## config.mk

```make
export PLATFORM = sky130hd
export DESIGN_NAME = top_k_accuracy_counter_unit_flat
export DESIGN_NICKNAME = d
export VERILOG_FILES = /design/src/sv/tka_pkg.sv /design/src/sv/tka_if.sv /design/src/sv/tka_list.sv /design/src/sv/tka_div.sv /design/src/sv/top_k_accuracy_counter_unit.sv /design/src/flat_wrapper.sv
export SDC_FILE = /design/constraint.sdc
export NUM_CORES = 1
export LEC_CHECK = 0
export ABC_CLOCK_PERIOD_IN_PS = 11000
export BUFFER_PORTS_ARGS = -buffer_cell sky130_fd_sc_hd__buf_2
export CAP_MARGIN = 20
export CORE_ASPECT_RATIO = 1.4
export CORE_UTILIZATION = 57
export DETAILED_ROUTE_END_ITERATION = 10
export GPL_TIMING_DRIVEN = 0
export PLACE_DENSITY = 0.74
export SYNTH_ARGS = -nofsm -noshare
export SYNTH_HDL_FRONTEND = slang
export SYNTH_HIERARCHICAL = 1
export SYNTH_SLANG_ARGS = --single-unit
export TNS_END_PERCENT = 10
```

## constraint.sdc

```tcl
create_clock -name i_clk -period 11 [get_ports i_clk]
set_input_delay 0 -clock i_clk [delete_from_list [all_inputs] [get_ports i_clk]]
set_output_delay 0 -clock i_clk [all_outputs]
set_load 0.02 [all_outputs]
```

## src/sv/tka_pkg.sv

```systemverilog
package tka_pkg;

    // field widths
    localparam int LOGIT_W    = 16;
    localparam int TC_W       = 10;
    localparam int CC_W       = 11;
    localparam int TK_W       = 4;
    localparam int CNT_W      = 16;
    localparam int ACC_W      = 17;
    localparam int CFG_IDX_W  = 1;
    localparam int CFG_DATA_W = 11;

    // default sizes
    localparam int DEF_MAX_K       = 10;
    localparam int DEF_MAX_CLASSES = 1024;

    // register reset values
    localparam logic [CC_W-1:0] CC_RESET = 11'd10;
    localparam logic [TK_W-1:0] TK_RESET = 4'd5;

    // register indexes
    localparam logic [CFG_IDX_W-1:0] CFG_CLASS_COUNT = 1'b0;
    localparam logic [CFG_IDX_W-1:0] CFG_TOP_K       = 1'b1;

    // saturation limit of the batch counts
    localparam logic [CNT_W-1:0] CNT_MAX = {CNT_W{1'b1}};

    // divider: (hits << CNT_W) / rows, one quotient bit per step
    localparam int DIV_W     = 2 * CNT_W;
    localparam int DIV_STEPS = DIV_W;
    localparam int DIV_CNT_W = $clog2(DIV_STEPS);

    typedef struct packed {
        logic start;
        logic clear;
    } t_list_ctl;

    typedef struct packed {
        logic done;
        logic hit;
    } t_list_stat;

endpackage

```

## src/sv/tka_if.sv

```systemverilog
interface tka_in_if;
    import tka_pkg::*;

    logic                      valid;
    logic                      ready;
    logic signed [LOGIT_W-1:0] logit;
    logic [TC_W-1:0]           label_class;
    logic                      last_in_batch;

    modport source (output valid, logit, label_class, last_in_batch, input ready);
    modport sink   (input valid, logit, label_class, last_in_batch, output ready);
endinterface

interface tka_out_if;
    import tka_pkg::*;

    logic              valid;
    logic              ready;
    logic              row_hit;
    logic [CNT_W-1:0]  correct_count;
    logic [CNT_W-1:0]  row_count;
    logic              batch_done;
    logic [ACC_W-1:0]  accuracy_q16;

    modport source (output valid, row_hit, correct_count, row_count, batch_done,
                    accuracy_q16, input ready);
    modport sink   (input valid, row_hit, correct_count, row_count, batch_done,
                    accuracy_q16, output ready);
endinterface

```

## src/sv/tka_list.sv

```systemverilog
module tka_list #(
    parameter int MAX_K       = tka_pkg::DEF_MAX_K,
    parameter int MAX_CLASSES = tka_pkg::DEF_MAX_CLASSES,
    localparam int CLS_W      = $clog2(MAX_CLASSES)
) (
    input  logic                              i_clk,
    input  logic                              i_rst_n,
    input  tka_pkg::t_list_ctl                i_ctl,
    output tka_pkg::t_list_stat               o_stat,
    input  logic signed [tka_pkg::LOGIT_W-1:0] i_logit,
    input  logic [CLS_W-1:0]                  i_cls,
    input  logic [CLS_W-1:0]                  i_label_class,
    input  logic [tka_pkg::TK_W-1:0]          i_top_k
);
    import tka_pkg::*;

    localparam int PTR_W = $clog2(MAX_K + 1);
    localparam int IX_W  = (MAX_K > 1) ? $clog2(MAX_K) : 1;

    logic signed [LOGIT_W-1:0] r_val  [MAX_K];
    logic [CLS_W-1:0]          r_cls  [MAX_K];
    logic [MAX_K-1:0]          r_fill;
    logic [PTR_W-1:0]          r_ptr;
    logic                      r_scan;
    logic                      r_done;

    logic                      ptr_end;
    logic [IX_W-1:0]           ix;
    logic                      advance;
    logic                      do_ins;
    logic                      hit;

    assign ptr_end = (r_ptr == PTR_W'(MAX_K));
    assign ix      = r_ptr[IX_W-1:0];
    // walk past entries that are filled and not beaten by the new logit
    assign advance = !ptr_end && r_fill[ix] && (i_logit <= r_val[ix]);
    assign do_ins  = r_scan && !ptr_end && !advance;

    always_comb begin
        hit = 1'b0;
        for (int i = 0; i < MAX_K; i++) begin
            if (r_fill[i] && (r_cls[i] == i_label_class) && (i < int'(i_top_k))) begin
                hit = 1'b1;
            end
        end
    end

    assign o_stat.done = r_done;
    assign o_stat.hit  = hit;

    always_ff @(posedge i_clk) begin
        if (!i_rst_n) begin
            r_fill <= '0;
            r_ptr  <= '0;
            r_scan <= 1'b0;
            r_done <= 1'b0;
        end else begin
            r_done <= 1'b0;
            if (i_ctl.clear) begin
                r_fill <= '0;
            end else if (do_ins) begin
                for (int i = 0; i < MAX_K; i++) begin
                    if (PTR_W'(i) > r_ptr) begin
                        r_fill[i] <= r_fill[i-1];
                    end else if (PTR_W'(i) == r_ptr) begin
                        r_fill[i] <= 1'b1;
                    end
                end
            end
            if (i_ctl.start) begin
                r_ptr  <= '0;
                r_scan <= 1'b1;
            end else if (r_scan) begin
                if (advance) begin
                    r_ptr <= r_ptr + PTR_W'(1);
                end else begin
                    r_scan <= 1'b0;
                    r_done <= 1'b1;
                end
            end
        end
    end

    // entry payload, shifted down one place below the insert point
    always_ff @(posedge i_clk) begin
        if (do_ins) begin
            for (int i = 0; i < MAX_K; i++) begin
                if (PTR_W'(i) > r_ptr) begin
                    r_val[i] <= r_val[i-1];
                    r_cls[i] <= r_cls[i-1];
                end else if (PTR_W'(i) == r_ptr) begin
                    r_val[i] <= i_logit;
                    r_cls[i] <= i_cls;
                end
            end
        end
    end

endmodule

```

## src/sv/tka_div.sv

```systemverilog
module tka_div (
    input  logic                        i_clk,
    input  logic                        i_rst_n,
    input  logic                        i_start,
    input  logic [tka_pkg::CNT_W-1:0]   i_num,
    input  logic [tka_pkg::CNT_W-1:0]   i_den,
    output logic                        o_done,
    output logic [tka_pkg::ACC_W-1:0]   o_quo
);
    import tka_pkg::*;

    logic                 r_busy;
    logic                 r_done;
    logic [DIV_CNT_W-1:0] r_cnt;
    logic [CNT_W-1:0]     r_rem;
    logic [DIV_W-1:0]     r_quo;

    logic [CNT_W:0]       trial;
    logic [CNT_W:0]       diff;
    logic                 ge;

    // restoring step: shift in the next dividend bit, subtract if it fits
    assign trial = {r_rem, r_quo[DIV_W-1]};
    assign ge    = (trial >= {1'b0, i_den});
    assign diff  = trial - {1'b0, i_den};

    assign o_done = r_done;
    assign o_quo  = r_quo[ACC_W-1:0];

    always_ff @(posedge i_clk) begin
        if (!i_rst_n) begin
            r_busy <= 1'b0;
            r_done <= 1'b0;
            r_cnt  <= '0;
        end else begin
            r_done <= 1'b0;
            if (i_start) begin
                r_busy <= 1'b1;
                r_cnt  <= '0;
            end else if (r_busy) begin
                r_cnt <= r_cnt + DIV_CNT_W'(1);
                if (r_cnt == DIV_CNT_W'(DIV_STEPS - 1)) begin
                    r_busy <= 1'b0;
                    r_done <= 1'b1;
                end
            end
        end
    end

    always_ff @(posedge i_clk) begin
        if (i_start) begin
            r_rem <= '0;
            r_quo <= {i_num, {(DIV_W - CNT_W){1'b0}}};
        end else if (r_busy) begin
            r_rem <= ge ? diff[CNT_W-1:0] : trial[CNT_W-1:0];
            r_quo <= {r_quo[DIV_W-2:0], ge};
        end
    end

endmodule

```

## src/sv/top_k_accuracy_counter_unit.sv

```systemverilog
// channel  dir  handshake       word contents
// i_in     in   valid / ready   logit (s16 q8.8), label_class (10), last_in_batch (1)
// o_out    out  valid / ready   row_hit, correct_count, row_count, batch_done,
//                               accuracy_q16 (17)
// i_cfg    in   i_cfg_we        i_cfg_idx 0 = class_count, 1 = top_k, i_cfg_data
//
// a logit searches the sorted list one entry per cycle for the insert point,
// then is shifted in as the search ends; the row's last logit also passes
// through ST_RESULT, and on the batch's last row the 32-step restoring
// divider first computes hits * 65536 / rows
// i_in.ready is high only while idle; a finished word waits in the output
// register, and a new row end stalls until that register is free
// i_rst_n is synchronous, active low: empties the list, clears counts and position
module top_k_accuracy_counter_unit #(
    parameter int MAX_K       = tka_pkg::DEF_MAX_K,
    parameter int MAX_CLASSES = tka_pkg::DEF_MAX_CLASSES
) (
    input  logic                             i_clk,
    input  logic                             i_rst_n,
    tka_in_if.sink                           i_in,
    tka_out_if.source                        o_out,
    input  logic                             i_cfg_we,
    input  logic [tka_pkg::CFG_IDX_W-1:0]    i_cfg_idx,
    input  logic [tka_pkg::CFG_DATA_W-1:0]   i_cfg_data
);
    import tka_pkg::*;

    localparam int CLS_W = $clog2(MAX_CLASSES);
    // wide enough for the class count register and for MAX_CLASSES itself
    localparam int CMP_W = (CLS_W + 1 > CC_W) ? CLS_W + 1 : CC_W;

    typedef enum logic [2:0] {
        ST_IDLE,
        ST_SCAN,
        ST_DIV_GO,
        ST_DIV,
        ST_RESULT
    } t_state;

    // configuration
    logic [CC_W-1:0]           r_class_count;
    logic [TK_W-1:0]           r_top_k;

    // sequencer and batch state
    t_state                    r_state;
    logic signed [LOGIT_W-1:0] r_logit;
    logic [TC_W-1:0]           r_tc;
    logic                      r_last;
    logic [CLS_W-1:0]          r_pos;
    logic [CNT_W-1:0]          r_hits;
    logic [CNT_W-1:0]          r_rows;
    logic                      r_hit;

    // output register
    logic                      r_ov;
    logic                      r_o_hit;
    logic [CNT_W-1:0]          r_o_corr;
    logic [CNT_W-1:0]          r_o_rows;
    logic                      r_o_done;
    logic [ACC_W-1:0]          r_o_acc;

    logic [CMP_W-1:0]          cc_ext;
    logic [CMP_W-1:0]          lim;
    logic [CMP_W-1:0]          eff_cnt;
    logic [CMP_W-1:0]          tc_ext;
    logic                      row_end;
    logic                      tc_ok;
    logic                      in_acc;
    logic                      out_free;
    logic                      row_hit;
    logic [CNT_W-1:0]          n_rows;
    logic [CNT_W-1:0]          n_hits;

    t_list_ctl                 list_ctl;
    t_list_stat                list_stat;
    logic                      div_start;
    logic                      div_done;
    logic [ACC_W-1:0]          div_quo;

    // register writes
    always_ff @(posedge i_clk) begin
        if (!i_rst_n) begin
            r_class_count <= CC_RESET;
            r_top_k       <= TK_RESET;
        end else if (i_cfg_we) begin
            unique case (i_cfg_idx)
                CFG_CLASS_COUNT: r_class_count <= i_cfg_data[CC_W-1:0];
                CFG_TOP_K:       r_top_k       <= i_cfg_data[TK_W-1:0];
            endcase
        end
    end

    // effective class count: zero acts as one, large values clamp
    always_comb begin
        cc_ext = CMP_W'(r_class_count);
        lim    = CMP_W'(MAX_CLASSES);
        if (cc_ext == '0) begin
            eff_cnt = CMP_W'(1);
        end else if (cc_ext > lim) begin
            eff_cnt = lim;
        end else begin
            eff_cnt = cc_ext;
        end
    end

    // row ends once position + 1 reaches the count, also after a lowered count
    assign row_end = (CMP_W'(r_pos) + CMP_W'(1)) >= eff_cnt;
    assign tc_ext  = CMP_W'(r_tc);
    assign tc_ok   = tc_ext < eff_cnt;
    assign row_hit = list_stat.hit && tc_ok;

    // rows saturate first; hits may still catch up to the saturated row count
    assign n_rows = (r_rows != CNT_MAX) ? r_rows + CNT_W'(1) : r_rows;
    assign n_hits = (row_hit && (r_hits != CNT_MAX)) ? r_hits + CNT_W'(1) : r_hits;

    assign i_in.ready = (r_state == ST_IDLE);
    assign in_acc     = i_in.valid && (r_state == ST_IDLE);
    assign out_free   = !r_ov || o_out.ready;

    assign list_ctl.start = in_acc;
    assign list_ctl.clear = (r_state == ST_RESULT) && out_free;
    assign div_start      = (r_state == ST_DIV_GO);

    tka_list #(
        .MAX_K       (MAX_K),
        .MAX_CLASSES (MAX_CLASSES)
    ) u_list (
        .i_clk         (i_clk),
        .i_rst_n       (i_rst_n),
        .i_ctl         (list_ctl),
        .o_stat        (list_stat),
        .i_logit       (r_logit),
        .i_cls         (r_pos),
        .i_label_class (tc_ext[CLS_W-1:0]),
        .i_top_k       (r_top_k)
    );

    tka_div u_div (
        .i_clk   (i_clk),
        .i_rst_n (i_rst_n),
        .i_start (div_start),
        .i_num   (r_hits),
        .i_den   (r_rows),
        .o_done  (div_done),
        .o_quo   (div_quo)
    );

    always_ff @(posedge i_clk) begin
        if (!i_rst_n) begin
            r_state <= ST_IDLE;
            r_pos   <= '0;
            r_hits  <= '0;
            r_rows  <= '0;
            r_ov    <= 1'b0;
        end else begin
            // output register drains on acceptance unless a new word loads it
            if (r_ov && o_out.ready && !list_ctl.clear) begin
                r_ov <= 1'b0;
            end
            unique case (r_state)
                ST_IDLE: begin
                    if (in_acc) begin
                        r_logit <= i_in.logit;
                        r_tc    <= i_in.label_class;
                        r_last  <= i_in.last_in_batch;
                        r_state <= ST_SCAN;
                    end
                end
                ST_SCAN: begin
                    if (list_stat.done) begin
                        if (row_end) begin
                            r_hit  <= row_hit;
                            r_hits <= n_hits;
                            r_rows <= n_rows;
                            r_state <= r_last ? ST_DIV_GO : ST_RESULT;
                        end else begin
                            r_pos   <= r_pos + CLS_W'(1);
                            r_state <= ST_IDLE;
                        end
                    end
                end
                ST_DIV_GO: begin
                    r_state <= ST_DIV;
                end
                ST_DIV: begin
                    if (div_done) begin
                        r_state <= ST_RESULT;
                    end
                end
                ST_RESULT: begin
                    if (out_free) begin
                        r_ov     <= 1'b1;
                        r_o_hit  <= r_hit;
                        r_o_corr <= r_hits;
                        r_o_rows <= r_rows;
                        r_o_done <= r_last;
                        r_o_acc  <= r_last ? div_quo : '0;
                        r_pos    <= '0;
                        if (r_last) begin
                            r_hits <= '0;
                            r_rows <= '0;
                        end
                        r_state <= ST_IDLE;
                    end
                end
            endcase
        end
    end

    assign o_out.valid         = r_ov;
    assign o_out.row_hit       = r_o_hit;
    assign o_out.correct_count = r_o_corr;
    assign o_out.row_count     = r_o_rows;
    assign o_out.batch_done    = r_o_done;
    assign o_out.accuracy_q16  = r_o_acc;

endmodule
```

## src/flat_wrapper.sv

```systemverilog
// flat-port wrapper written by rule: the top's interface ports become plain ports
module top_k_accuracy_counter_unit_flat import tka_pkg::*;
#(
    parameter int MAX_K       = tka_pkg::DEF_MAX_K,
    parameter int MAX_CLASSES = tka_pkg::DEF_MAX_CLASSES
)
  (i_clk, i_rst_n, i_cfg_we, i_cfg_idx, i_cfg_data, i_in_valid, i_in_logit, i_in_label_class, i_in_last_in_batch, i_in_ready, o_out_valid, o_out_row_hit, o_out_correct_count, o_out_row_count, o_out_batch_done, o_out_accuracy_q16, o_out_ready);
  tka_in_if i_in_i ();
  tka_out_if o_out_i ();
  input  logic i_clk;
  input  logic i_rst_n;
  input  logic i_cfg_we;
  input  logic [tka_pkg::CFG_IDX_W-1:0] i_cfg_idx;
  input  logic [tka_pkg::CFG_DATA_W-1:0] i_cfg_data;
  input wire logic [$bits(i_in_i.valid)-1:0] i_in_valid;
  input wire logic [$bits(i_in_i.logit)-1:0] i_in_logit;
  input wire logic [$bits(i_in_i.label_class)-1:0] i_in_label_class;
  input wire logic [$bits(i_in_i.last_in_batch)-1:0] i_in_last_in_batch;
  output wire logic [$bits(i_in_i.ready)-1:0] i_in_ready;
  output wire logic [$bits(o_out_i.valid)-1:0] o_out_valid;
  output wire logic [$bits(o_out_i.row_hit)-1:0] o_out_row_hit;
  output wire logic [$bits(o_out_i.correct_count)-1:0] o_out_correct_count;
  output wire logic [$bits(o_out_i.row_count)-1:0] o_out_row_count;
  output wire logic [$bits(o_out_i.batch_done)-1:0] o_out_batch_done;
  output wire logic [$bits(o_out_i.accuracy_q16)-1:0] o_out_accuracy_q16;
  input wire logic [$bits(o_out_i.ready)-1:0] o_out_ready;
  assign i_in_i.valid = i_in_valid;
  assign i_in_i.logit = i_in_logit;
  assign i_in_i.label_class = i_in_label_class;
  assign i_in_i.last_in_batch = i_in_last_in_batch;
  assign i_in_ready = i_in_i.ready;
  assign o_out_valid = o_out_i.valid;
  assign o_out_row_hit = o_out_i.row_hit;
  assign o_out_correct_count = o_out_i.correct_count;
  assign o_out_row_count = o_out_i.row_count;
  assign o_out_batch_done = o_out_i.batch_done;
  assign o_out_accuracy_q16 = o_out_i.accuracy_q16;
  assign o_out_i.ready = o_out_ready;
  top_k_accuracy_counter_unit #(.MAX_K(MAX_K), .MAX_CLASSES(MAX_CLASSES)) u_core (.i_clk(i_clk), .i_rst_n(i_rst_n), .i_in(i_in_i), .o_out(o_out_i), .i_cfg_we(i_cfg_we), .i_cfg_idx(i_cfg_idx), .i_cfg_data(i_cfg_data));
endmodule
```

==> run_results.csv, run 1 <==
group,metric,value,unit
floorplanning,die_h,244,µm
route,num_vias,16200,
power,power_density,140,mW/mm²
setup_path,crit_type,"reg -> reg",
synth,synth_compound_area_frac,0.0780,
final_layout,layout.area.seq,0.0131,mm²
floorplanning,initial_core_util,0.579,
synth,synth_cell_types,93,
min_path,hold_depth,2,
setup_path,worst_path_largest_cell_delay,0.85,ns
timing,tns,0,ns
timing,hold_viol,0,
floorplanning,ios,97,
synth,ys_seq_elements,475,
timing,slew-limit-headroom,0.280,
timing,setup_violations,0,
floorplanning,fp.dieW,175,µm
setup_path,regToRegSetupSlack,4.90,ns
clock_network,cts_num_sinks,475,
timing,fin_worst_skew,0.0233,ns
final_layout,nets,2171,
setup_path,worstPathRequired,11.31,ns
power,p_sw_frac,0.218,
synth,synth_ff_type,"edfxtp_1",
min_path,min_to,"u_core/r_logit[14]",
route,initialDrtViolationCount,1213,
grt,overflow,0,
power,leakagePower,0.00960,µW
synth,synth_xor_xnor_area_share,0.0455,
route,post_drt_wl_per_cell,23.0,µm
clock_network,cts_setup_buffers,0,
power,pwr-share-seq,0.526,
setup_path,reg2reg_to,"u_core/u_list/r_val[4][6]",
placement,gp_congestion,0.902,
timing,finalCritPeriodShare,0.555,
setup_path,worstPathArrival,6.42,ns
power,power_frac_comb,0.061,
timing,max_freq,0.164,GHz
power,p_sw,836,µW
setup_path,crit_chain,"buf_1, buf_1, mux2i_1, nand2_1, o21ai_0, ha_1, nand4_1, a2111o_1, a31oi_1, o21ai_1, nor3_2, buf_4, mux2_2",
synth,yosys-top-cells-area,"edfxtp_1 45%, mux2_2 12%, dfxtp_1 10%",
floorplanning,die_area,0.0427,mm²
final_layout,multiInputGateArea,0.0102,mm²
grt,grt_max_degree,34,
setup_path,startpoint_type,"flop",
timing,holdWs,0.143,ns
min_path,min_from,"i_in_logit[14]",
synth,synth_edf_count,355,
grt,antenna_found_initial,0,
setup_path,cp-end-kind,"flop",
synth,synth-seq-area-share,0.547,
synth,synth_mux_area_frac,0.170,
route,antenna_left,0,
power,pwr-share-clk,0.413,
grt,grt_pass1_vias,16400,
setup_path,crit_slowest_cell,"nor3_2",
clock_network,clockBufferDepth,3,
route,drc_errors,0,
timing,slew_viol_final,0,
synth,synth_cells,1854,
placement,dp_hpwl,41700,µm
synth,synthAdderAreaFrac,0.0323,
timing,rsz0062_at_grt,"no",
clock_network,htreeDepth,2,
floorplanning,std_cell_rows,88,
clock_network,clk_latency,0.57,ns
setup_path,critPathMostFrequentCell,"buf_1",
final_layout,fill_cells,2996,
route,avgViaCountPerCell,6.13,
final_layout,drive_gt1_frac,0.269,
clock_network,cts_tree,"yes",
clock_network,cts-buffers-inserted,47,
timing,worst_slew_pin_slew,1.07,ns
synth,yosys_warnings,6,
clock_network,hold_buffers,50,
grt,grt_use_total,0.287,
setup_path,cp_top_family,"buffers and inverters",
power,max-vdd-ir-drop,0.123,mV
clock_network,cts-resized-gates,0,
final_layout,area_delta_synth_final,14.7,%
run,max_cap_viol_count,0,
synth,synth_nets,1959,
placement,place.port_buffers,96,
route,drt_pre_antenna_iters,7,
synth,async_flop_share,0,
synth,synth_top_family_by_area,"multiplexers",
outcome,status,"completed",
clock_network,clk_transition_reported_paths,0.06,ns
route,wirelength,60700,µm
synth,synth-simple-area-share,0.0981,
synth,synthesis.area,0.0239,mm²
grt,grt_pass1_wl,94100,µm
clock_network,clockRootBuffer,"clkbuf_16",
min_path,hold_class,"in -> reg",
synth,yosys.area.top_type_share,0.446,
synth,syn-mean-instance-area,12.9,µm²
floorplanning,core,0.0413,mm²
synth,synth_top_cell_by_area,"edfxtp_1",
setup_path,rr_worst_depth,13,
power,internal_power,3000,µW
setup_path,path_buf_inv,3,
timing,fin_crit,6.10,ns
setup_path,cp_max_fo,10,
final_layout,diodes,0,
[cells in the mapped netlist (34+ instances only)]
cell type	number
mux2i_1	47
xnor2_1	91
nand3_1	37
nor2_1	97
o21ai_0	70
nand4_1	36
clkbuf_1	43
mux2_2	247
edfxtp_1	355
dfxtp_1	120
ha_1	60
mux4_2	34
a21oi_1	46
nand2_1	127
[worst max path at each step]
stage                     cells past startpoint  slack (ns)                   endpoint  start
after floorplan                              12        4.88  u_core/u_list/r_cls[1][0]   flop
after global placement                       13        1.44    u_core/u_list/r_fill[1]   flop
after detailed placement                     13        4.21  u_core/u_list/r_val[4][6]   flop
after CTS                                    13        4.22  u_core/u_list/r_val[4][6]   flop
after global routing                         13        4.54  u_core/u_list/r_val[4][6]   flop
final                                        13        4.90  u_core/u_list/r_val[4][6]   flop
[registers in the layout, indices dropped and copies added, names as in the netlist, 11 cells and up, named ones only]
register and cells:
u_core/o_out.correct_count 16, u_core/o_out.row_count 16, u_core/u_list/r_cls 100, u_core/r_logit 16
u_core/cc_ext 11, u_core/u_list/r_val 160, u_core/o_out.accuracy_q16 17, u_core/r_rows 16
u_core/u_div/r_rem 16, u_core/r_hits 16, u_core/u_div/r_quo 32
[cell type report]
cell class / instances / share of cell area
clock inverters: 22 / 0.00749
plain buffers: 108 / 0.0216
multi-input cells: 1240 / 0.371
well taps: 540 / 0.0247
repair buffers: 163 / 0.0470
inverters: 31 / 0.00425
flip-flops and latches: 475 / 0.477
clock buffers: 60 / 0.0469
[layer usage]
metal / part of all wire / track usage
met5: 0 / 0
met4: 0.038 / 0.119
met3: 0.052 / 0.0300
met2: 0.52 / 0.515
met1: 0.39 / 0.350
[power by group through the flow]
stage | registers (µW) | clock network, µW | logic [µW]
after floorplan | 2040 | 0 | 144
after global placement | 2060 | 0 | 197
after detailed placement | 2050 | 0 | 218
after CTS | 2020 | 1610 | 233
after global routing | 2020 | 1670 | 253
final | 2020 | 1590 | 234
[cell families after synthesis]
group,count (synthesis)
mux,331
flops,475
simple gates,451
xor+xnor,124
fa+ha+maj,61
buf+inv,139
compound gates,273
[metrics by stage]
stage / utilization / setup WS [ns] / instance area (µm²) / total power [µW] / std cells
final: 0.664 / 4.90 / 27400 / 3840 / 2639
after global placement: 0.607 / 1.44 / 25000 / 2250 / 2490
after detailed placement: 0.615 / 4.21 / 25400 / 2270 / 2505
after CTS: 0.663 / 4.22 / 27400 / 3860 / 2637
after global routing: 0.664 / 4.54 / 27400 / 3950 / 2639
after floorplan: - / 4.88 / 23900 / 2180 / 1854
[layout by cell type, fill, tap and decap left out, types with 13 or more instances in the layout]
master / count
nand3_1: 37
edfxtp_1: 355
clkbuf_16: 48
dfxtp_1: 120
nor2_1: 96
a21oi_1: 42
buf_2: 114
xnor2_1: 91
clkbuf_1: 51
nand4_1: 36
nor3_1: 18
xor2_1: 33
buf_4: 26
a211oi_1: 15
mux2i_1: 47
or3_1: 16
nand2_1: 127
inv_1: 29
nor2b_1: 13
a21boi_0: 14
and2_1: 22
mux2_2: 247
and3_1: 16
mux4_2: 34
a22o_1: 15
dlygate4sd3_1: 50
buf_6: 14
o21ai_0: 70
ha_1: 60
Note: power is estimated with default switching activity, not from simulation.
==> inputs of run 2 (changes only) <==
Settings changed: ABC_AREA from default to 1, ABC_CLOCK_PERIOD_IN_PS 11000 to 5950.
Clock period 11 ns to 5.95 ns, I/O delays scaled along.
==> run 2 against run 1 <==
Against the previous run:
- sequential share of layout area is 2.8 points lower
- worst hold slack improved by 0.0042 ns
- synthesized cell count up 62%
- worst setup slack lost 4.5 ns
- via count grew 37%
==> run_results.csv, run 2 <==
group,metric,value,unit
outcome,status,"completed",
placement,gp_congestion,0.981,
synth,synthesis.area,0.0255,mm²
grt,grt_pass1_vias,22000,
floorplanning,die_area,0.0456,mm²
timing,fin_worst_skew,0.0256,ns
clock_network,hold_buffers,51,
final_layout,final_common_cell,"nand2_1",
power,leakagePower,0.0122,µW
route,avgViaCountPerCell,5.82,
grt,antenna_found_initial,1,
route,post_drt_wl_per_cell,20.1,µm
clock_network,clockRootBuffer,"clkbuf_16",
clock_network,clockBufferDepth,3,
timing,slew_viol_final,0,
setup_path,worstPathRequired,6.24,ns
synth,synthMostInstantiatedCell,"nand2_1",
final_layout,largest_reg_flops,160,
clock_network,cts_num_sinks,475,
placement,dpl.cell_count,3664,
synth,synth-seq-area-share,0.513,
clock_network,clk_latency,0.57,ns
grt,grt_use_total,0.334,
timing,setup_ws,0.356,ns
placement,dp_hpwl,56400,µm
synth,synth_xor_xnor_area_share,0.0203,
synth,synthAdderAreaFrac,0.0302,
route,drc_errors,0,
route,num_vias,22100,
floorplanning,ios,97,
synth,synth-simple-area-share,0.236,
clock_network,clk_transition_reported_paths,0.06,ns
final_layout,top_regs,"u_core/u_list/r_val: 160 flops, u_core/u_list/r_cls: 100 flops, u_core/u_div/r_quo: 32 flops",
setup_path,cp_max_fo,10,
final_layout,nets,3313,
timing,holdWs,0.147,ns
timing,max_freq,0.179,GHz
route,initialDrtViolationCount,2160,
timing,fin_crit,5.59,ns
synth,synth_mux_area_frac,0.0126,
setup_path,cp-end-kind,"flop",
final_layout,fill_cells,3592,
timing,rsz0062_at_grt,"no",
synth,synth_nets,3100,
setup_path,startpoint_type,"flop",
final_layout,final_cell_mix,"906 x nand2_1, 355 x edfxtp_1, 306 x inv_1",
final_layout,fin_cells,3804,
final_layout,area_delta_synth_final,14.2,%
route,antenna_left,0,
synth,synth_compound_area_frac,0.103,
final_layout,regMostFlops,"u_core/u_list/r_val",
synth,synth_ff_type,"edfxtp_1",
grt,grt_pass1_wl,118000,µm
synth,synth_cell_types,56,
placement,place.port_buffers,96,
floorplanning,std_cell_rows,91,
grt,overflow,0,
clock_network,cts_setup_buffers,0,
setup_path,critPathMostFrequentCell,"nand2_1",
power,max-vdd-ir-drop,0.504,mV
final_layout,final_util,0.661,
final_layout,drive_gt1_frac,0.105,
synth,yosys_warnings,6,
clock_network,cts-buffers-inserted,47,
synth,synth_top_family_by_area,"simple AND/OR/NAND/NOR gates",
synth,syn-mean-instance-area,8.51,µm²
run,max_cap_viol_count,0,
synth,yosys.area.top_type_share,0.418,
grt,grt_max_degree,27,
route,drt_pre_antenna_iters,6,
setup_path,worstPathArrival,5.89,ns
floorplanning,die_h,252,µm
synth,yosys-top-cells-count,"906 x nand2_1, 355 x edfxtp_1, 306 x inv_1",
timing,finalCritPeriodShare,0.940,
synth,synth_edf_count,355,
timing,setup_violations,0,
clock_network,cts_tree,"yes",
synth,async_flop_share,0,
floorplanning,fp.dieW,181,µm
timing,slew-limit-headroom,0.384,
clock_network,cts-resized-gates,0,
synth,ys_seq_elements,475,
setup_path,crit_slowest_cell,"clkbuf_1",
setup_path,crit_chain,"clkbuf_1, clkbuf_1, clkbuf_1, a21oi_1, o21ai_0, inv_1, ha_1, nand2_1, nor3_1, nand2_1, nand3_1, nand3_1, a21oi_2, nand2_2, buf_2, nand2_1, nand2_1",
route,wirelength,76500,µm
synth,yosys-top-cells-area,"edfxtp_1 42%, nand2_1 13%, dfxtp_1 9.4%",
synth,synth_top_cell_by_area,"edfxtp_1",
power,power_density,320,mW/mm²
timing,worst_slew_pin_slew,0.921,ns
floorplanning,initial_core_util,0.578,
clock_network,htreeDepth,2,
min_path,hold_class,"in -> reg",
setup_path,regToRegSetupSlack,0.36,ns
floorplanning,core,0.0441,mm²
timing,hold_viol,0,
placement,dpl_worst_slack,0.334,ns
synth,synth_cells,2995,
setup_path,crit_type,"reg -> reg",
setup_path,worst_path_largest_cell_delay,0.68,ns
## run 2: cell types whose count changed in the layout (fill, tap and decap cells not counted), moves of 34 or more
cell | before | now
o22ai_1 | 1 | 36
nand3_1 | 37 | 184
clkbuf_1 | 51 | 103
nor2_1 | 96 | 178
mux2_2 | 247 | 0
o21ai_0 | 70 | 183
inv_1 | 29 | 306
a21oi_1 | 42 | 145
xnor2_1 | 91 | 16
mux4_2 | 34 | 0
nand2_1 | 127 | 906
## run 2: through the flow
step           cell area (µm²)  setup TNS (ns)  power (µW)
3_5_place_dp             27000               0        6260
2_1_floorplan            25500               0        5680
5_1_grt                  29100               0        9760
4_1_cts                  29100               0        9330
6_report                 29100               0        9320
3_3_place_gp             26700          -42.05        6180
## run 2: logic make-up (layout without fill, tap and decap cells)
family                   Yosys count  after routing
AND/OR/NAND/NOR                 1407           1407
buffers and inverters            495            744
flip-flops                       475            475
AO/OA/AOI/OAI                    466            466
XOR/XNOR                          59             59
multiplexers                      32             32
adder cells (fa/ha/maj)           61             61
other                              0              2
## run 2: worst max-delay path, delay by kind of cell (launching register included)
kind,cells,cell delay [ns]
simple gates,8,1.29
buf+inv,5,2.04
fa+ha+maj,1,0.28
compound gates,3,1.36
flops,1,0.34
## run 2: layout make-up
cell class | count | area, µm² | share of cell area
Multi-Input combinational cell | 2025 | 10300 | 0.353
Buffer | 171 | 938 | 0.0322
Clock inverter | 15 | 183 | 0.00628
Timing Repair Buffer | 164 | 1330 | 0.0458
Inverter | 324 | 1230 | 0.0421
Clock buffer | 70 | 1400 | 0.0480
Tap cell | 558 | 698 | 0.0240
Sequential cell | 475 | 13100 | 0.449
Antenna cell | 2 | 5.00 | 0.000172
## run 2: worst paths after layout
path / end / depth (start not counted) / from
setup / recovery: u_core/u_list/r_cls[8][3] / 17 / flop
hold / removal: u_core/r_logit[4] / 2 / i_in_logit[4]
setup reg to reg: u_core/u_list/r_cls[8][3] / 17 / flop
hold reg to reg: u_core/o_out.row_hit / 0 / u_core/r_hit
## run 2: report_power, final
part / internal, µW / switching [µW]
clock: 1800 / 1270
combinational: 852 / 1400
sequential: 3820 / 176
total: 6470 / 2840
## run 2: metal layers
metal | share of wire | GRT usage | vias up
met4 | 0.059 | 0.196 | 0
met3 | 0.074 | 0.0444 | 260
met1 | 0.35 | 0.367 | 10400
met2 | 0.51 | 0.614 | 1067
li1 | - | - | 10400
met5 | 0 | 0 | -
